===== src/uwf_pkg.sv =====
`default_nettype none
package uwf_pkg;
    typedef enum logic [1:0] {
        CMD_TICK  = 2'd0,
        CMD_READ  = 2'd1,
        CMD_WRITE = 2'd2,
        CMD_NOP   = 2'd3
    } t_cmd;

    localparam logic [3:0] REG_DATA = 4'd0;
    localparam logic [3:0] REG_IER  = 4'd1;
    localparam logic [3:0] REG_IIR  = 4'd2;
    localparam logic [3:0] REG_LCR  = 4'd3;
    localparam logic [3:0] REG_MCR  = 4'd4;
    localparam logic [3:0] REG_CTRL = 4'd8;
    localparam logic [3:0] REG_STAT = 4'd9;
    localparam logic [3:0] REG_DIV  = 4'd10;

    localparam logic [3:0] RX_AWAIT_START = 4'd15;

    typedef struct packed {
        logic rx_en;
        logic word8;
    } t_rx_ctl;
endpackage
`default_nettype wire


===== src/uwf_rx.sv =====
`default_nettype none
module uwf_rx
    import uwf_pkg::*;
#(
    parameter int DIVISOR_BITS = 16
) (
    input  wire logic                    i_clk,
    input  wire logic                    i_rst_n,
    input  wire logic                    i_tick,
    input  wire logic                    i_line,
    input  wire t_rx_ctl                 i_ctl,
    input  wire logic [DIVISOR_BITS+3:0] i_period,
    output logic                         o_done,
    output logic [7:0]                   o_byte
);
    localparam int CW = DIVISOR_BITS + 3;
    localparam int PW = DIVISOR_BITS + 4;

    logic [3:0]    r_left, n_left;
    logic [CW-1:0] r_cnt, n_cnt;
    logic [7:0]    r_shift, n_shift;
    logic [PW-1:0] target;

    assign target = (r_left == RX_AWAIT_START) ? (i_period >> 1) : i_period;

    always_comb begin
        n_left  = r_left;
        n_cnt   = r_cnt;
        n_shift = r_shift;
        o_done  = 1'b0;
        o_byte  = i_ctl.word8 ? r_shift : {1'b0, r_shift[7:1]};
        if (i_tick) begin
            if (!i_ctl.rx_en) begin
                n_left = 4'd0;
                n_cnt  = '0;
            end else if (r_left == 4'd0) begin
                if (!i_line) begin
                    n_left = RX_AWAIT_START;
                    n_cnt  = '0;
                end
            end else if ({1'b0, r_cnt} + PW'(1) < target) begin
                n_cnt = r_cnt + CW'(1);
            end else begin
                n_cnt = '0;
                if (r_left == RX_AWAIT_START) begin
                    if (i_line) begin
                        n_left = 4'd0;
                    end else begin
                        n_left  = i_ctl.word8 ? 4'd9 : 4'd8;
                        n_shift = 8'd0;
                    end
                end else if (r_left >= 4'd2) begin
                    n_shift = {i_line, r_shift[7:1]};
                    n_left  = r_left - 4'd1;
                end else begin
                    o_done = 1'b1;
                    n_left = 4'd0;
                end
            end
        end
    end

    always_ff @(posedge i_clk) begin
        if (!i_rst_n) begin
            r_left  <= 4'd0;
            r_cnt   <= '0;
            r_shift <= 8'd0;
        end else begin
            r_left  <= n_left;
            r_cnt   <= n_cnt;
            r_shift <= n_shift;
        end
    end
endmodule
`default_nettype wire


===== src/uart_with_fifos_regs_unit.sv =====
// UART with 8N1 or 7N1 framing (LCR bit 0) and receive/transmit FIFOs, driven by items.
// Input channel (i_valid/o_ready): one item per accepted handshake:
//   i_cmd tick (advance baud counters, sample i_rx_line), register read,
//   or register write (i_addr word index, i_wdata), or no-op.
// Output channel (o_valid/i_ready): one result per item: o_rdata (zero on
//   ticks, writes and no-ops), o_tx_line, o_rts_n and o_irq after the item.
// Result path: the item is registered on accept, and its result is written to
//   the output register when the output can advance (is not stalled).
// Throughput: one item per cycle while the output is not stalled; the limit is
//   the single state update between the input register and the result register.
// A serial bit lasts 8*(divisor+1) ticks.
// Reset clears FIFOs, divisor and counters and sets both enables (transmit and
//   receive enabled); FIFO contents are undefined until written.
// When the receiver stalls the output register holds; the input register
//   still takes one item while the result waits, then o_ready drops.
`default_nettype none
module uart_with_fifos_regs_unit
    import uwf_pkg::*;
#(
    parameter int FIFO_DEPTH   = 8,
    parameter int DIVISOR_BITS = 16
) (
    input  wire logic        i_clk,
    input  wire logic        i_rst_n,
    input  wire logic        i_valid,
    output logic             o_ready,
    input  wire logic [1:0]  i_cmd,
    input  wire logic [3:0]  i_addr,
    input  wire logic [15:0] i_wdata,
    input  wire logic        i_rx_line,
    output logic             o_valid,
    input  wire logic        i_ready,
    output logic [15:0]      o_rdata,
    output logic             o_tx_line,
    output logic             o_rts_n,
    output logic             o_irq
);
    localparam int AW = (FIFO_DEPTH > 1) ? $clog2(FIFO_DEPTH) : 1;
    localparam int FW = $clog2(FIFO_DEPTH + 1);
    localparam int CW = DIVISOR_BITS + 3;
    localparam int PW = DIVISOR_BITS + 4;
    localparam logic [FW-1:0] FULL = FW'(FIFO_DEPTH);

    // input register
    logic        r_in_v;
    logic [1:0]  r_cmd;
    logic [3:0]  r_addr;
    logic [15:0] r_wdata;
    logic        r_line;
    logic        adv;

    assign adv     = !o_valid || i_ready;
    assign o_ready = !r_in_v || adv;

    always_ff @(posedge i_clk) begin
        if (!i_rst_n) begin
            r_in_v <= 1'b0;
        end else if (o_ready) begin
            r_in_v <= i_valid;
        end
        if (o_ready && i_valid) begin
            r_cmd   <= i_cmd;
            r_addr  <= i_addr;
            r_wdata <= i_wdata;
            r_line  <= i_rx_line;
        end
    end

    logic go;
    logic is_tick, is_rd, is_wr;
    assign go      = r_in_v && adv;
    assign is_tick = go && (t_cmd'(r_cmd) == CMD_TICK);
    assign is_rd   = go && (t_cmd'(r_cmd) == CMD_READ);
    assign is_wr   = go && (t_cmd'(r_cmd) == CMD_WRITE);

    // state
    logic [7:0]              rx_mem [FIFO_DEPTH];
    logic [7:0]              tx_mem [FIFO_DEPTH];
    logic [FW-1:0]           r_rx_fill, n_rx_fill, r_tx_fill, n_tx_fill;
    logic [AW-1:0]           r_rx_head, n_rx_head, r_tx_head, n_tx_head;
    logic [1:0]              r_ier, n_ier, r_xen, n_xen;
    logic                    r_word8, n_word8, r_rts, n_rts;
    logic [DIVISOR_BITS-1:0] r_div, n_div;
    logic [9:0]              r_tsh, n_tsh;
    logic [3:0]              r_tleft, n_tleft;
    logic [CW-1:0]           r_tcnt, n_tcnt;
    logic [PW-1:0]           period;

    assign period = {1'b0, r_div, 3'b000} + PW'(8);

    t_rx_ctl    rx_ctl;
    logic       rx_done;
    logic [7:0] rx_byte;
    assign rx_ctl = '{rx_en: r_xen[1], word8: r_word8};

    uwf_rx #(.DIVISOR_BITS(DIVISOR_BITS)) u_rx (
        .i_clk    (i_clk),
        .i_rst_n  (i_rst_n),
        .i_tick   (is_tick),
        .i_line   (r_line),
        .i_ctl    (rx_ctl),
        .i_period (period),
        .o_done   (rx_done),
        .o_byte   (rx_byte)
    );

    logic [AW-1:0] rx_tail, tx_tail;
    logic          rx_push, tx_push;
    logic [7:0]    tx_head_byte, rx_head_byte;
    logic [15:0]   rd;
    logic          irx, itx;
    logic [3:0]    tl;

    assign tx_head_byte = tx_mem[r_tx_head];
    assign rx_head_byte = rx_mem[r_rx_head];
    assign irx = r_ier[0] && (r_rx_fill != '0);
    assign itx = r_ier[1] && (r_tx_fill == '0);

    function automatic logic [AW-1:0] wrap(input logic [AW:0] v);
        logic [AW:0] d;
        d = (AW+1)'(FIFO_DEPTH);
        return (v >= d) ? AW'(v - d) : AW'(v);
    endfunction

    assign rx_tail = wrap({1'b0, r_rx_head} + (AW+1)'(r_rx_fill));
    assign tx_tail = wrap({1'b0, r_tx_head} + (AW+1)'(r_tx_fill));

    always_comb begin
        n_rx_fill = r_rx_fill; n_tx_fill = r_tx_fill;
        n_rx_head = r_rx_head; n_tx_head = r_tx_head;
        n_ier = r_ier; n_xen = r_xen; n_word8 = r_word8; n_rts = r_rts;
        n_div = r_div; n_tsh = r_tsh; n_tleft = r_tleft; n_tcnt = r_tcnt;
        rx_push = 1'b0; tx_push = 1'b0; rd = 16'd0; tl = r_tleft;
        if (is_tick) begin
            if (r_tleft != 4'd0) begin
                if ({1'b0, r_tcnt} + PW'(1) >= period) begin
                    n_tsh  = {1'b1, r_tsh[9:1]};
                    tl     = r_tleft - 4'd1;
                    n_tcnt = '0;
                end else begin
                    n_tcnt = r_tcnt + CW'(1);
                end
            end
            n_tleft = tl;
            if (tl == 4'd0) begin
                n_tsh = 10'h3FF;
                if (r_xen[0] && r_tx_fill != '0) begin
                    n_tx_head = wrap({1'b0, r_tx_head} + (AW+1)'(1));
                    n_tx_fill = r_tx_fill - FW'(1);
                    n_tcnt    = '0;
                    if (r_word8) begin
                        n_tsh   = {1'b1, tx_head_byte, 1'b0};
                        n_tleft = 4'd10;
                    end else begin
                        n_tsh   = {2'b11, tx_head_byte[6:0], 1'b0};
                        n_tleft = 4'd9;
                    end
                end
            end
            if (rx_done && r_rx_fill < FULL) begin
                rx_push   = 1'b1;
                n_rx_fill = r_rx_fill + FW'(1);
            end
        end
        if (is_rd) begin
            case (r_addr)
                REG_DATA: begin
                    if (r_rx_fill != '0) begin
                        rd        = {8'd0, rx_head_byte};
                        n_rx_head = wrap({1'b0, r_rx_head} + (AW+1)'(1));
                        n_rx_fill = r_rx_fill - FW'(1);
                    end
                end
                REG_IER:  rd = {14'd0, r_ier};
                REG_IIR:  rd = {13'd0, irx, itx, !(irx || itx)};
                REG_LCR:  rd = {15'd0, r_word8};
                REG_MCR:  rd = {14'd0, r_rts, 1'b0};
                REG_CTRL: rd = {14'd0, r_xen};
                REG_STAT: rd = {10'd0, r_tx_fill >= FULL, 1'b0,
                                (r_tx_fill == '0) && (r_tleft == 4'd0), 1'b0,
                                r_tx_fill < FULL, r_rx_fill != '0};
                REG_DIV:  rd = 16'(r_div);
                default:  rd = 16'd0;
            endcase
        end
        if (is_wr) begin
            case (r_addr)
                REG_DATA: begin
                    if (r_tx_fill < FULL) begin
                        tx_push   = 1'b1;
                        n_tx_fill = r_tx_fill + FW'(1);
                    end
                end
                REG_IER: n_ier = r_wdata[1:0];
                REG_IIR: begin
                    if (r_wdata[1]) begin
                        n_rx_fill = '0;
                        n_rx_head = '0;
                    end
                    if (r_wdata[2]) begin
                        n_tx_fill = '0;
                        n_tx_head = '0;
                    end
                end
                REG_LCR:  n_word8 = r_wdata[0];
                REG_MCR:  n_rts   = r_wdata[1];
                REG_CTRL: n_xen   = r_wdata[1:0];
                REG_DIV:  n_div   = DIVISOR_BITS'(r_wdata);
                default:  n_rts   = r_rts;
            endcase
        end
    end

    always_ff @(posedge i_clk) begin
        if (rx_push) rx_mem[rx_tail] <= rx_byte;
        if (tx_push) tx_mem[tx_tail] <= r_wdata[7:0];
    end

    always_ff @(posedge i_clk) begin
        if (!i_rst_n) begin
            r_rx_fill <= '0; r_tx_fill <= '0; r_rx_head <= '0; r_tx_head <= '0;
            r_ier <= 2'd0; r_xen <= 2'd3; r_word8 <= 1'b0; r_rts <= 1'b0;
            r_div <= '0; r_tsh <= 10'h3FF; r_tleft <= 4'd0; r_tcnt <= '0;
            o_valid <= 1'b0;
        end else begin
            r_rx_fill <= n_rx_fill; r_tx_fill <= n_tx_fill;
            r_rx_head <= n_rx_head; r_tx_head <= n_tx_head;
            r_ier <= n_ier; r_xen <= n_xen; r_word8 <= n_word8; r_rts <= n_rts;
            r_div <= n_div; r_tsh <= n_tsh; r_tleft <= n_tleft; r_tcnt <= n_tcnt;
            if (adv) o_valid <= r_in_v;
        end
        if (go) begin
            o_rdata   <= rd;
            o_tx_line <= n_tsh[0];
            o_rts_n   <= !n_rts;
            o_irq     <= (n_ier[0] && n_rx_fill != '0) || (n_ier[1] && n_tx_fill == '0);
        end
    end
endmodule
`default_nettype wire


===== config.mk =====
export PLATFORM = sky130hd
export DESIGN_NAME = uart_with_fifos_regs_unit
export DESIGN_NICKNAME = d
export VERILOG_FILES = /design/src/uwf_pkg.sv /design/src/uwf_rx.sv /design/src/uart_with_fifos_regs_unit.sv
export SDC_FILE = /design/constraint.sdc
export NUM_CORES = 1
export LEC_CHECK = 0
export ABC_CLOCK_PERIOD_IN_PS = 4300
export BUFFER_PORTS_ARGS = -buffer_cell sky130_fd_sc_hd__buf_2
export CAP_MARGIN = 5
export CORE_MARGIN = 5
export CORE_UTILIZATION = 44
export CTS_BUF_LIST = sky130_fd_sc_hd__clkbuf_8
export CTS_CLUSTER_DIAMETER = 40
export DETAILED_ROUTE_END_ITERATION = 8
export GPL_TIMING_DRIVEN = 0
export PLACE_DENSITY = 0.7
export SLEW_MARGIN = 10
export SYNTH_ARGS = -nofsm -noshare
export SYNTH_HDL_FRONTEND = slang
export SYNTH_HIERARCHICAL = 1
export SYNTH_SLANG_ARGS = --single-unit

===== constraint.sdc =====
create_clock -name i_clk -period 4.3 [get_ports i_clk]
set_input_delay 0.43 -clock i_clk [delete_from_list [all_inputs] [get_ports i_clk]]
set_output_delay 0.43 -clock i_clk [all_outputs]
set_load 0.01 [all_outputs]

==> results_dict.tcl <==
set metrics [dict create \
    outcome "finished with violations" \
    violations "setup timing" \
    ys_seq_area_share_pct 51.9 \
    placed_cells 1690 \
    clock-skew-final_ns 0.0229 \
    power_mw 5.40 \
    overflow 0 \
    n_fill_cell 2486 \
    period_share_pct 103 \
    hold_viol_final 0 \
    drtIter0Drc 911 \
    final_cells 1874 \
    vias 10631 \
    htreeDepth 2 \
    seq_area_um2 7190 \
    io_buffer_count 47 \
    setup.worst_path.class "reg -> reg" \
    syn_area_um2 13800 \
    r2r_end "o_irq" \
    num_rows 64 \
    min_path_type "in -> reg" \
    p_int_mw 4.13 \
    drtAntennaViolNets 0 \
    grt_pass1_wl_um 56300 \
    clkTransAtPathRegs_ns 0.06 \
    worst_slew_pin_slew_ns 1.29 \
    crit_path_start_kind "flop" \
    maxCapViolations 0 \
    p_clk_share_pct 44.5 \
    irDropWorstVdd_v 0.000276 \
    netlist_instances 1241 \
    cts_tree "yes" \
    wl_um 36200 \
    r2r_slack_ns -0.12 \
    holdWs_ns 0.0325 \
    fin_area_um2 17100 \
    p_comb_share_pct 3.3 \
    setup_violations 1 \
    cp_max_fo 8 \
    utilization_pct 55.5 \
    dp_hpwl_um 23500 \
    cts-buffers-inserted 49 \
    switching_share_pct 23.6 \
    netlist_top_cells_area "edfxtp_1 (37%), dfxtp_1 (15%), mux4_2 (5.2%)" \
    crit_start "u_rx/r_cnt[7]" \
    avgRoutedWirePerCell_um 19.3 \
    clock-sinks 272 \
    grt_max_degree 24 \
    synth_warnings 6 \
    multiInputGateArea_um2 6770 \
    whs_path_depth 1 \
    timing.critical_path.to "o_irq" \
    fmax_ghz 0.226 \
    period_minus_slack_ns 4.42 \
    coreArea_um2 30700 \
    reg2regPathDepth 21 \
    root_buffer "clkbuf_8" \
    layout-drive-gt1-share_pct 25.8 \
    die_h_um 187 \
    power_density_nw_per_um2 317 \
    ios 48 \
    grtUsageTotal_pct 19.7 \
    rsz0062_at_grt "true" \
    worst_ep_required_time_ns 4.62 \
    grt_pass1_vias 10519 \
    r2r_start "u_rx/r_cnt[7]" \
    async_reset_ff_share_pct 0 \
    ys_seq_elements 272 \
    slew_headroom_pct 13.9 \
    p_sw_mw 1.27 \
    initial_core_util_pct 44.8 \
    via_per_inst 5.67 \
    ys_types 90 \
    drv_slew 0 \
    synth_top_area_cell "edfxtp_1" \
    worst_ep_arrival_time_ns 4.74 \
    gp_congestion 0.864 \
    die_w_um 187 \
    remaining_drc_errors 0 \
    area_growth_pct 23.9 \
    antenna_found_initial 0 \
    drtPass1Iterations 6 \
    antennaDiodeCount 0 \
    cts_buffer_depth 3 \
    pwr-share-seq_pct 52.1 \
    ys.flop_type "edfxtp_1" \
    synth.avg_cell_area_um2 11.1 \
    leakage_nw 6.52 \
    die-area_um2 34900 \
    synth_top_area_share_pct 37.1 \
    synth-edff-count 170 \
    nNetsFinal 1518 \
    clkLatencyLatePin_ns 0.59 \
    worst_setup_path_end_kind "flop" \
    place_area_um2 14600 \
    setup_slack_ns -0.115 \
]
==> power by group through the flow <==
stage | logic, mW | registers, mW | clock network, mW
final | 0.180 | 2.81 | 2.41
after global placement | 0.152 | 2.87 | 0
after global routing | 0.197 | 2.82 | 2.57
after floorplan | 0.0940 | 2.86 | 0
after detailed placement | 0.156 | 2.87 | 0
after CTS | 0.172 | 2.82 | 2.45
==> worst min path at each step <==
stage | start | end | slack, ns
2_1_floorplan | r_tsh[9] | r_tsh[9] | 0.41
3_5_place_dp | r_tsh[9] | r_tsh[9] | 0.43
6_report | i_wdata[1] | r_wdata[1] | 0.03
3_3_place_gp | r_tsh[9] | r_tsh[9] | 0.42
4_1_cts | i_wdata[1] | r_wdata[1] | 0.004
5_1_grt | i_wdata[1] | r_wdata[1] | 0.006
==> stage by stage <==
step / setup TNS, ns / worst slack (ns)
2_1_floorplan: -1.19 / -0.0743
3_3_place_gp: -128.84 / -2.01
3_5_place_dp: -123.97 / -1.97
4_1_cts: 0 / 0.00658
5_1_grt: -6.18 / -0.317
6_report: -0.115 / -0.115
==> sequential cells by signal (all words and copies together) (netlist names), 4 cells and up <==
name,cells
r_tx_fill,4
tx_mem,64
r_tcnt,19
r_tleft,4
rx_mem,64
u_rx/r_shift,8
u_rx/r_cnt,19
r_div,16
r_addr,4
r_tsh,10
r_wdata,16
r_rx_fill,4
o_rdata,16
u_rx/r_left,4
==> synthesized netlist by cell type, types with 4 or more instances <==
| cell type | instances |
|---|---|
| edfxtp_1 | 170 |
| nand2_1 | 148 |
| dfxtp_1 | 102 |
| nor2_1 | 77 |
| a21oi_1 | 72 |
| ha_1 | 52 |
| inv_1 | 52 |
| nand3_1 | 50 |
| mux2i_1 | 48 |
| clkbuf_1 | 42 |
| o21ai_0 | 41 |
| xnor2_1 | 34 |
| mux4_2 | 32 |
| nor3_1 | 27 |
| xor2_1 | 26 |
| and3_1 | 21 |
| nand4_1 | 19 |
| mux2_2 | 17 |
| and2_1 | 12 |
| o211ai_1 | 12 |
| nand2b_1 | 11 |
| nor4_1 | 11 |
| a31oi_1 | 10 |
| or3_1 | 10 |
| a211o_1 | 9 |
| a311oi_1 | 9 |
| a211oi_1 | 8 |
| buf_2 | 8 |
| nor2b_1 | 8 |
| a22oi_1 | 7 |
| buf_1 | 6 |
| nor3b_1 | 4 |
==> layout by cell type (no fill, tap or decap), types with 43 or more instances in the layout <==
cell      netlist  final
a21oi_1        72     70
buf_2           8     53
buf_4           2     67
clkbuf_8        0     50
dfxtp_1       102     83
edfxtp_1      170    170
ha_1           52     48
inv_1          52     65
mux2i_1        48     47
nand2_1       148    143
nand3_1        50     43
nor2_1         77     63
==> critical path, cell delays in order, from the launching register on <==
cell and delay [ns]:
dfxtp_1 0.31, clkbuf_4 0.17, nand4_1 0.17, buf_4 0.20
nor3_4 0.19, buf_4 0.15, nand4_1 0.11, xnor2_1 0.20
ha_1 0.31, nand4_1 0.17, nor4_2 0.24, o211ai_1 0.14
nand4_1 0.17, buf_6 0.12, nor3b_4 0.30, inv_2 0.10
nor3_4 0.28, a221oi_1 0.14, o21ai_1 0.18, inv_1 0.07
o31ai_2 0.31, o41ai_2 0.12
==> layer usage <==
metal  vias to the layer above  wire [µm]  part of all wire (%)  global-route usage (%)
met5                         -          0                     0                       0
met2                       363      17800                    49                    33.4
met1                      5183      15100                    42                    25.5
met4                         0       1270                   3.5                    7.25
met3                        89       2010                   5.6                    3.43
li1                       4996          -                     -                       -
==> cells by family (layout without fill, tap and decap cells) <==
kind of cell,Yosys count,after routing,synth area share (%)
AND/OR/NAND/NOR,429,429,15.5
flip-flops,272,272,51.9
AO/OA/AOI/OAI,211,211,10.1
buffers and inverters,116,349,3.41
multiplexers,97,97,10.1
XOR/XNOR,61,61,3.93
adder cells (fa/ha/maj),54,54,5.02
other,1,5,0.0272
==> what timing repair did <==
item                       4_1_cts  5_1_grt
setup endpoints to repair      108       97
gates cloned                     0        2
hold endpoints to repair        16        0
pin swaps                       39       54
hold buffers                    16        0
gates resized for setup         89       59
setup buffers                   42       34
==> final cells by class <==
| cell class | instances | share of cell area [%] |
|---|---|---|
| inverters | 55 | 1.21 |
| well taps | 396 | 2.90 |
| repair buffers | 144 | 6.68 |
| multi-input cells | 857 | 39.7 |
| flip-flops and latches | 272 | 42.1 |
| clock buffers | 50 | 4.03 |
| plain buffers | 58 | 1.67 |
| clock inverters | 42 | 1.67 |
No activity file was read; power rests on OpenSTA's default activity.
